--- src/rtl/bresenham_line_rasterizer_defines.svh ---
// Assertion macros shared by the rasterizer RTL.
// No dependencies; included by modules that carry concurrent checks.
`ifndef BRESENHAM_LINE_RASTERIZER_DEFINES_SVH
`define BRESENHAM_LINE_RASTERIZER_DEFINES_SVH

`ifndef SYNTHESIS
`define BLR_ASSERT(lbl, clk, rstn, prop, msg) \
    lbl: assert property (@(posedge clk) disable iff (!rstn) (prop)) else $error(msg);
`define BLR_ASSERT_RST(lbl, clk, prop, msg) \
    lbl: assert property (@(posedge clk) (prop)) else $error(msg);
`else
`define BLR_ASSERT(lbl, clk, rstn, prop, msg)
`define BLR_ASSERT_RST(lbl, clk, prop, msg)
`endif

`endif

--- src/rtl/blr_pkg.sv ---
// Package for the line rasterizer: widths, function codes, queue entry type.
// No dependencies.
`timescale 1ns / 1ps

package blr_pkg;

    localparam int COORD_BITS = 11;
    localparam int POS_W      = COORD_BITS + 1;
    localparam int INC_W      = COORD_BITS + 3;
    localparam int ERR_W      = COORD_BITS + 4;
    localparam int IN_DATA_W  = ((4 * COORD_BITS + 7) / 8) * 8;
    localparam int OUT_DATA_W = ((2 * COORD_BITS + 7) / 8) * 8;
    localparam int OUT_PAD    = OUT_DATA_W - 2 * COORD_BITS;
    localparam int Q_AW       = 1;
    localparam int Q_DEPTH    = 1 << Q_AW;

    typedef enum logic {
        FUNC_START   = 1'b0,
        FUNC_ADVANCE = 1'b1
    } func_t;

    typedef struct packed {
        func_t                   func;
        logic                    steep;
        logic                    mirror;
        logic signed [POS_W-1:0] major;
        logic signed [POS_W-1:0] minor;
        logic signed [POS_W-1:0] major_final;
        logic signed [INC_W-1:0] inc_straight;
        logic signed [INC_W-1:0] inc_diagonal;
        logic signed [ERR_W-1:0] error_init;
    } entry_t;

    typedef struct packed {
        logic   valid;
        entry_t entry;
    } q_if_t;

endpackage

--- src/rtl/blr_front.sv ---
// Front end: accepts input transactions and classifies start items into
// octant flags, ordered endpoints and error setup. Depends on blr_pkg.
`timescale 1ns / 1ps

module blr_front (
    input  logic                           s_tvalid,
    output logic                           s_tready,
    input  logic [blr_pkg::IN_DATA_W-1:0]  s_tdata,  // x_start, y_start, x_end, y_end
    input  logic                           s_tuser,  // func
    input  logic                           q_full,
    output blr_pkg::q_if_t                 q_wr
);

    localparam int C = blr_pkg::COORD_BITS;
    localparam int P = blr_pkg::POS_W;

    logic [C-1:0]        x1, y1, x2, y2;
    logic signed [P-1:0] xs1, xs2, ys1, ys2, ym1, ym2;
    logic signed [P-1:0] dx, dy, neg_dx, neg_dy;
    logic [C-1:0]        ax, ay, amaj, amin;
    logic                dx_neg, dx_pos, dy_neg, dy_pos;
    logic                mirror, steep, swap;
    logic signed [P-1:0] maj1, min1, maj2, min2;

    assign x1 = s_tdata[C-1:0];
    assign y1 = s_tdata[2*C-1:C];
    assign x2 = s_tdata[3*C-1:2*C];
    assign y2 = s_tdata[4*C-1:3*C];

    assign xs1 = $signed({1'b0, x1});
    assign xs2 = $signed({1'b0, x2});
    assign ys1 = $signed({1'b0, y1});
    assign ys2 = $signed({1'b0, y2});

    assign dx     = xs2 - xs1;
    assign dy     = ys2 - ys1;
    assign neg_dx = -dx;
    assign neg_dy = -dy;
    assign ax     = dx[P-1] ? neg_dx[C-1:0] : dx[C-1:0];
    assign ay     = dy[P-1] ? neg_dy[C-1:0] : dy[C-1:0];

    assign dx_neg = dx[P-1];
    assign dy_neg = dy[P-1];
    assign dx_pos = !dx[P-1] && (dx != '0);
    assign dy_pos = !dy[P-1] && (dy != '0);
    assign mirror = (dx_neg && dy_pos) || (dx_pos && dy_neg);
    assign steep  = ax < ay;

    assign ym1 = mirror ? -ys1 : ys1;
    assign ym2 = mirror ? -ys2 : ys2;

    assign maj1 = steep ? ym1 : xs1;
    assign min1 = steep ? xs1 : ym1;
    assign maj2 = steep ? ym2 : xs2;
    assign min2 = steep ? xs2 : ym2;
    assign swap = maj1 > maj2;

    assign amaj = steep ? ay : ax;
    assign amin = steep ? ax : ay;

    assign s_tready = !q_full;

    always_comb begin
        q_wr.valid              = s_tvalid && !q_full;
        q_wr.entry.func         = blr_pkg::func_t'(s_tuser);
        q_wr.entry.steep        = steep;
        q_wr.entry.mirror       = mirror;
        q_wr.entry.major        = swap ? maj2 : maj1;
        q_wr.entry.minor        = swap ? min2 : min1;
        q_wr.entry.major_final  = swap ? maj1 : maj2;
        q_wr.entry.inc_straight = $signed({2'b00, amin, 1'b0});
        q_wr.entry.inc_diagonal = $signed({2'b00, amin, 1'b0}) - $signed({2'b00, amaj, 1'b0});
        q_wr.entry.error_init   = $signed({3'b000, amin, 1'b0}) - $signed({4'b0000, amaj});
    end

endmodule

--- src/rtl/blr_queue.sv ---
// Short register queue between the front end and the stepping back end.
// Depends on blr_pkg and the assertion macro header.
`timescale 1ns / 1ps
`include "bresenham_line_rasterizer_defines.svh"

module blr_queue (
    input  logic           aclk,
    input  logic           aresetn,
    input  blr_pkg::q_if_t q_wr,
    output logic           q_full,
    output blr_pkg::q_if_t q_rd,
    input  logic           q_pop
);

    localparam int AW = blr_pkg::Q_AW;
    localparam int D  = blr_pkg::Q_DEPTH;

    blr_pkg::entry_t mem_reg [D];
    logic [AW-1:0]   wr_ptr_reg, wr_ptr_next;
    logic [AW-1:0]   rd_ptr_reg, rd_ptr_next;
    logic [AW:0]     count_reg, count_next;
    logic            do_push, do_pop;

    assign q_full     = count_reg == (AW+1)'(D);
    assign do_push    = q_wr.valid && !q_full;
    assign do_pop     = q_pop && (count_reg != '0);
    assign q_rd.valid = count_reg != '0;
    assign q_rd.entry = mem_reg[rd_ptr_reg];

    always_comb begin
        wr_ptr_next = do_push ? AW'(wr_ptr_reg + 1'b1) : wr_ptr_reg;
        rd_ptr_next = do_pop ? AW'(rd_ptr_reg + 1'b1) : rd_ptr_reg;
        case ({do_push, do_pop})
            2'b10:   count_next = count_reg + 1'b1;
            2'b01:   count_next = count_reg - 1'b1;
            default: count_next = count_reg;
        endcase
    end

    always_ff @(posedge aclk) begin
        if (!aresetn) begin
            wr_ptr_reg <= '0;
            rd_ptr_reg <= '0;
            count_reg  <= '0;
        end else begin
            wr_ptr_reg <= wr_ptr_next;
            rd_ptr_reg <= rd_ptr_next;
            count_reg  <= count_next;
        end
    end

    always_ff @(posedge aclk) begin
        if (do_push) begin
            mem_reg[wr_ptr_reg] <= q_wr.entry;
        end
    end

    `BLR_ASSERT(a_q_count_bound, aclk, aresetn, count_reg <= (AW+1)'(D), "queue count overflow")
    `BLR_ASSERT(a_q_empty_ptrs, aclk, aresetn, (count_reg == '0) |-> (wr_ptr_reg == rd_ptr_reg), "queue pointers diverge while empty")
    `BLR_ASSERT(a_q_full_hold, aclk, aresetn, (q_full && !q_pop) |=> q_full, "queue lost an entry while full")

endmodule

--- src/rtl/blr_back.sv ---
// Back end: Bresenham stepping state and the output register.
// Depends on blr_pkg and the assertion macro header.
`timescale 1ns / 1ps
`include "bresenham_line_rasterizer_defines.svh"

module blr_back (
    input  logic                            aclk,
    input  logic                            aresetn,
    input  blr_pkg::q_if_t                  q_rd,
    output logic                            q_pop,
    output logic                            m_tvalid,
    input  logic                            m_tready,
    output logic [blr_pkg::OUT_DATA_W-1:0]  m_tdata,  // pixel_x, pixel_y
    output logic                            m_tlast   // last_pixel
);

    localparam int C = blr_pkg::COORD_BITS;
    localparam int P = blr_pkg::POS_W;
    localparam int I = blr_pkg::INC_W;
    localparam int E = blr_pkg::ERR_W;

    logic                busy_reg, busy_next;
    logic signed [E-1:0] err_reg, err_next;
    logic signed [P-1:0] major_reg, major_next;
    logic signed [P-1:0] minor_reg, minor_next;
    logic signed [P-1:0] final_reg, final_next;
    logic signed [I-1:0] inc_s_reg, inc_s_next;
    logic signed [I-1:0] inc_d_reg, inc_d_next;
    logic                steep_reg, steep_next;
    logic                mirror_reg, mirror_next;

    logic                m_valid_reg, m_valid_next;
    logic [C-1:0]        px_reg, px_next;
    logic [C-1:0]        py_reg, py_next;
    logic                last_reg, last_next;

    logic                produce, last;
    logic signed [P-1:0] px_raw, py_raw, py_neg;

    assign q_pop = q_rd.valid && (!m_valid_reg || m_tready);

    always_comb begin
        busy_next   = busy_reg;
        err_next    = err_reg;
        major_next  = major_reg;
        minor_next  = minor_reg;
        final_next  = final_reg;
        inc_s_next  = inc_s_reg;
        inc_d_next  = inc_d_reg;
        steep_next  = steep_reg;
        mirror_next = mirror_reg;
        produce     = 1'b0;
        if (q_pop) begin
            if (q_rd.entry.func == blr_pkg::FUNC_START) begin
                err_next    = q_rd.entry.error_init;
                major_next  = q_rd.entry.major;
                minor_next  = q_rd.entry.minor;
                final_next  = q_rd.entry.major_final;
                inc_s_next  = q_rd.entry.inc_straight;
                inc_d_next  = q_rd.entry.inc_diagonal;
                steep_next  = q_rd.entry.steep;
                mirror_next = q_rd.entry.mirror;
                produce     = 1'b1;
            end else if (busy_reg) begin
                if (err_reg[E-1] || (err_reg == '0)) begin
                    err_next = err_reg + E'(inc_s_reg);
                end else begin
                    err_next   = err_reg + E'(inc_d_reg);
                    minor_next = minor_reg + 1'b1;
                end
                major_next = major_reg + 1'b1;
                produce    = 1'b1;
            end
        end
        last = major_next >= final_next;
        if (produce) begin
            busy_next = !last;
        end
    end

    always_comb begin
        px_raw = steep_next ? minor_next : major_next;
        py_raw = steep_next ? major_next : minor_next;
        py_neg = -py_raw;
        if (produce) begin
            px_next      = px_raw[C-1:0];
            py_next      = mirror_next ? py_neg[C-1:0] : py_raw[C-1:0];
            last_next    = last;
            m_valid_next = 1'b1;
        end else begin
            px_next      = px_reg;
            py_next      = py_reg;
            last_next    = last_reg;
            m_valid_next = m_valid_reg && !m_tready;
        end
    end

    always_ff @(posedge aclk) begin
        if (!aresetn) begin
            busy_reg    <= 1'b0;
            m_valid_reg <= 1'b0;
        end else begin
            busy_reg    <= busy_next;
            m_valid_reg <= m_valid_next;
        end
    end

    always_ff @(posedge aclk) begin
        err_reg    <= err_next;
        major_reg  <= major_next;
        minor_reg  <= minor_next;
        final_reg  <= final_next;
        inc_s_reg  <= inc_s_next;
        inc_d_reg  <= inc_d_next;
        steep_reg  <= steep_next;
        mirror_reg <= mirror_next;
        px_reg     <= px_next;
        py_reg     <= py_next;
        last_reg   <= last_next;
    end

    assign m_tvalid = m_valid_reg;
    assign m_tdata  = {{blr_pkg::OUT_PAD{1'b0}}, py_reg, px_reg};
    assign m_tlast  = last_reg;

    `BLR_ASSERT(a_busy_short_of_end, aclk, aresetn, busy_reg |-> (major_reg < final_reg), "busy at or past far end")
    `BLR_ASSERT(a_advance_emits, aclk, aresetn, (q_pop && busy_reg) |=> m_valid_reg, "advance while busy produced no pixel")
    `BLR_ASSERT_RST(a_reset_idle, aclk, !aresetn |=> (!m_valid_reg && !busy_reg), "not idle after reset")

endmodule

--- src/rtl/bresenham_line_rasterizer.sv ---
// Top level of the Bresenham line rasterizer: front end, queue, back end.
// Depends on blr_pkg, blr_front, blr_queue and blr_back.
//
// Usage:
//   Input stream (s_): s_tuser is the function, 0 starts a segment and
//   1 advances one pixel. s_tdata carries x_start, y_start, x_end, y_end
//   (11 bits each, from the low bit up); it is read only on a start.
//   Output stream (m_): s_tdata-like m_tdata holds pixel_x then pixel_y,
//   m_tlast marks the pixel that ends the segment.
//   Every start transaction yields one pixel; an advance yields the next
//   pixel while a segment is open and nothing otherwise. A start while a
//   segment is open drops the old segment.
//   A pixel is registered in the queue and then in the output register
//   before it is valid on the output stream.
//   Throughput: one transaction per cycle while the receiver takes each
//   pixel, set by the add and compare of the back end step.
//   A stalled receiver holds the output register; the two-entry queue
//   then fills and s_tready drops until the output drains.
//   Reset (aresetn low, synchronous) empties the queue, clears the output
//   and closes any open segment.
`timescale 1ns / 1ps

module bresenham_line_rasterizer (
    input  logic                            aclk,
    input  logic                            aresetn,
    input  logic                            s_tvalid,
    output logic                            s_tready,
    input  logic [blr_pkg::IN_DATA_W-1:0]   s_tdata,  // x_start, y_start, x_end, y_end
    input  logic                            s_tuser,  // func
    output logic                            m_tvalid,
    input  logic                            m_tready,
    output logic [blr_pkg::OUT_DATA_W-1:0]  m_tdata,  // pixel_x, pixel_y
    output logic                            m_tlast   // last_pixel
);

    blr_pkg::q_if_t q_wr;
    blr_pkg::q_if_t q_rd;
    logic           q_full;
    logic           q_pop;

    blr_front u_front (
        .s_tvalid (s_tvalid),
        .s_tready (s_tready),
        .s_tdata  (s_tdata),
        .s_tuser  (s_tuser),
        .q_full   (q_full),
        .q_wr     (q_wr)
    );

    blr_queue u_queue (
        .aclk    (aclk),
        .aresetn (aresetn),
        .q_wr    (q_wr),
        .q_full  (q_full),
        .q_rd    (q_rd),
        .q_pop   (q_pop)
    );

    blr_back u_back (
        .aclk     (aclk),
        .aresetn  (aresetn),
        .q_rd     (q_rd),
        .q_pop    (q_pop),
        .m_tvalid (m_tvalid),
        .m_tready (m_tready),
        .m_tdata  (m_tdata),
        .m_tlast  (m_tlast)
    );

endmodule
--- config.mk ---
export PLATFORM = sky130hd
export DESIGN_NAME = bresenham_line_rasterizer
export DESIGN_NICKNAME = d
export VERILOG_FILES = /design/src/rtl/blr_pkg.sv /design/src/rtl/blr_front.sv /design/src/rtl/blr_queue.sv /design/src/rtl/blr_back.sv /design/src/rtl/bresenham_line_rasterizer.sv
export VERILOG_INCLUDE_DIRS = /design/src /design/src/rtl
export SDC_FILE = /design/constraint.sdc
export NUM_CORES = 1
export LEC_CHECK = 0
export ABC_AREA = 1
export BUFFER_PORTS_ARGS = -buffer_cell sky130_fd_sc_hd__buf_2
export CAP_MARGIN = 20
export CORE_ASPECT_RATIO = 1.1
export CORE_MARGIN = 5
export CORE_UTILIZATION = 40
export DETAILED_ROUTE_END_ITERATION = 16
export GPL_ROUTABILITY_DRIVEN = 1
export PLACE_DENSITY_LB_ADDON = 0.15
export RECOVER_POWER = 25
export SYNTH_ARGS = -nofsm -noshare
export SYNTH_HDL_FRONTEND = slang
export SYNTH_SLANG_ARGS = --single-unit
export TNS_END_PERCENT = 10
--- constraint.sdc ---
create_clock -name aclk -period 13.7 [get_ports aclk]
set_input_delay 2.055 -clock aclk [delete_from_list [all_inputs] [get_ports aclk]]
set_output_delay 2.055 -clock aclk [all_outputs]
set_load 0.02 [all_outputs]
==> flow_summary.ini <==
[finish]
n_antenna_cell = 0
largest_reg_flops = 148
final_nets = 2065
multi_input_area_sq_um = 7400
final_common_cell = nand2_1
stdcell_count = 2445
area.growth.synth_to_final_pct = 9.621
layout_common_cells = 518 x nand2_1, 215 x inv_1, 209 x edfxtp_1, 153 x o21ai_0, 109 x nor2_1
layout-drive-gt1-share_pct = 9.907
final_cell_area_sq_um = 17220
fillers = 3827
regArea_sq_um = 7157

[synthesis]
synth.largest_area_cell = edfxtp_1
ys_types = 62
yosys-top-cells-area = edfxtp_1 40%, nand2_1 12%, ha_1 7.0%
syn_area_per_cell_sq_um = 8.410
synthArstFlopShare_pct = 0
synth_edf_count = 209
yosys.area.top_type_share_pct = 39.95
synth_warnings = 0
ys_ff_latch = 253
netlist_instances = 1868
synthFlopType = edfxtp_1
ys_seq_area_share_pct = 45.56
syn_area_sq_um = 15710

[floorplanning]
initial_core_util_pct = 40.30
dieHeight_um = 217.9
rows = 76
die-area_sq_um = 43340
core_sq_um = 38990
die_w_um = 199.0
pin_count = 80

[grt]
grt_start_max_net_pins = 101
grt_pass1_vias = 11430
grt_pass1_wl_mm = 60.66
grt-ovfl-total = 0
antenna_found_initial = 1
grt_usage_pct = 17.46

[sta]
holdWs_ns = 0.4630
finalSetupTns_ns = 0
worst_pin_slew_ns = 3.005
slew_viol_final = 141
hold_viol = 0
fin_skew_ns = 0.03419
rsz0062_at_grt = false
fin_crit_sh_pct = 68.10
setup_viol = 0
min_period_ns = 9.329
max_freq_ghz = 0.1072
relSlewSlack_pct = -100.3

[drt]
drtIter0Drc = 675
wl_met3_mm = 1.462
drt-pass1-iter-count = 5
vias = 12150
via_per_inst = 4.968
drc = 0
highest_layer = met5
postRouteAntennaNets = 0
wire_per_inst_um = 15.64
routed_wl_mm = 38.24
dr_wl_met2_mm = 17.37
met1_length_mm = 18.53

[outcome]
status = complete, but fails checks
violations = capacitance limit, slew limit

[placed_design]
dp.cells = 2400
placed_cell_area_sq_um = 16500
gp_congestion = 0.8879
portBuffers = 73
dp_hpwl_mm = 28.39

[cts]
clk_pin_slew_ns = 0.07
postCtsResizedCells = 0
clockRootBuffer = clkbuf_16
numCtsBuffers = 25
clockBufferDepth = 3
insertion_delay_ns = 0.56
htree_levels = 1
post_cts_buffers = 0
cts_tree = done
cts_hold_buf = 0
cts_num_sinks = 253

[min_path]
hp-class = flop to flop

[critical_path]
max_stage_delay_ns = 0.56
critPathSlowestCell = nand2_1
startpoint_type = input pin
crit_path_frequent_cell = inv_1
cp.arrival_ns = 9.61
cp_max_fo = 100
critPathKind = input pin to flop
required_ns = 13.98
endpoint_kind = flop

[flow_run]
cap_violations = 4
[critical path, delay by kind of cell]
family	cells	cell delay (ns)
simple gates	10	1.75
buf+inv	7	1.58
xor+xnor	2	0.49
fa+ha+maj	3	1.08
compound gates	11	2.55
[routing by layer]
| layer | vias to the layer above | track usage, % |
|---|---|---|
| li1 | 6348 | - |
| met1 | 5528 | 24.75 |
| met2 | 229 | 28.77 |
| met5 | - | 0 |
| met4 | 2 | 4.583 |
| met3 | 40 | 1.684 |
[stage by stage]
step                      setup slack (ns)  utilization [%]
after floorplan                      6.190                -
after global placement               3.987            42.33
after detailed placement             3.893            42.33
after CTS                            4.470            44.33
after global routing                 3.665            44.17
final                                4.371            44.17
[kinds of logic after synthesis]
kind of cell / count (synthesis) / synth area share (%)
other: 1 / 0.02387
xor gates and xnor gates: 79 / 4.404
adders and majority gates: 92 / 7.518
and+or+nand+nor: 811 / 22.06
AOI/OAI and AO/OA: 333 / 12.03
muxes: 13 / 0.9159
buffers and inverters: 286 / 7.487
DFF: 253 / 45.56
[path summary, 6_finish.rpt]
path / start / endpoint / slack, ns / cells after the start
worst min register to register: u_queue.rd_ptr_reg / u_queue.rd_ptr_reg / 0.46 / 1
worst max register to register: flop / u_back.busy_reg / 6.83 / 20
worst max-delay path: s_tdata[17] / u_queue.mem_reg[1][52] / 4.37 / 33
worst min-delay path: u_queue.rd_ptr_reg / u_queue.rd_ptr_reg / 0.46 / 1
[layout make-up]
class,count,share of cell area (%)
clock buffers,34,3.945
clock inverters,11,0.5812
inverters,227,4.962
multi-input cells,1330,42.97
flip-flops and latches,253,41.56
well taps,507,3.684
repair buffers,83,2.303
[cells in the mapped netlist (all sizes together), types with 7 or more instances]
| cell type | number |
|---|---|
| nand2 | 551 |
| inv | 224 |
| edfxtp | 209 |
| o21ai | 196 |
| nor2 | 111 |
| ha | 88 |
| a21oi | 84 |
| nand3 | 82 |
| xor2 | 61 |
| dfxtp | 44 |
| buf | 30 |
| clkbuf | 29 |
| or2 | 22 |
| xnor2 | 18 |
| nand4 | 17 |
| nor3 | 16 |
| o211ai | 16 |
| mux2 | 11 |
| a31oi | 7 |
Power is left out: the tool's default activity adds up to more than one toggle a clock period on the data nets, which glitch-free logic cannot reach.
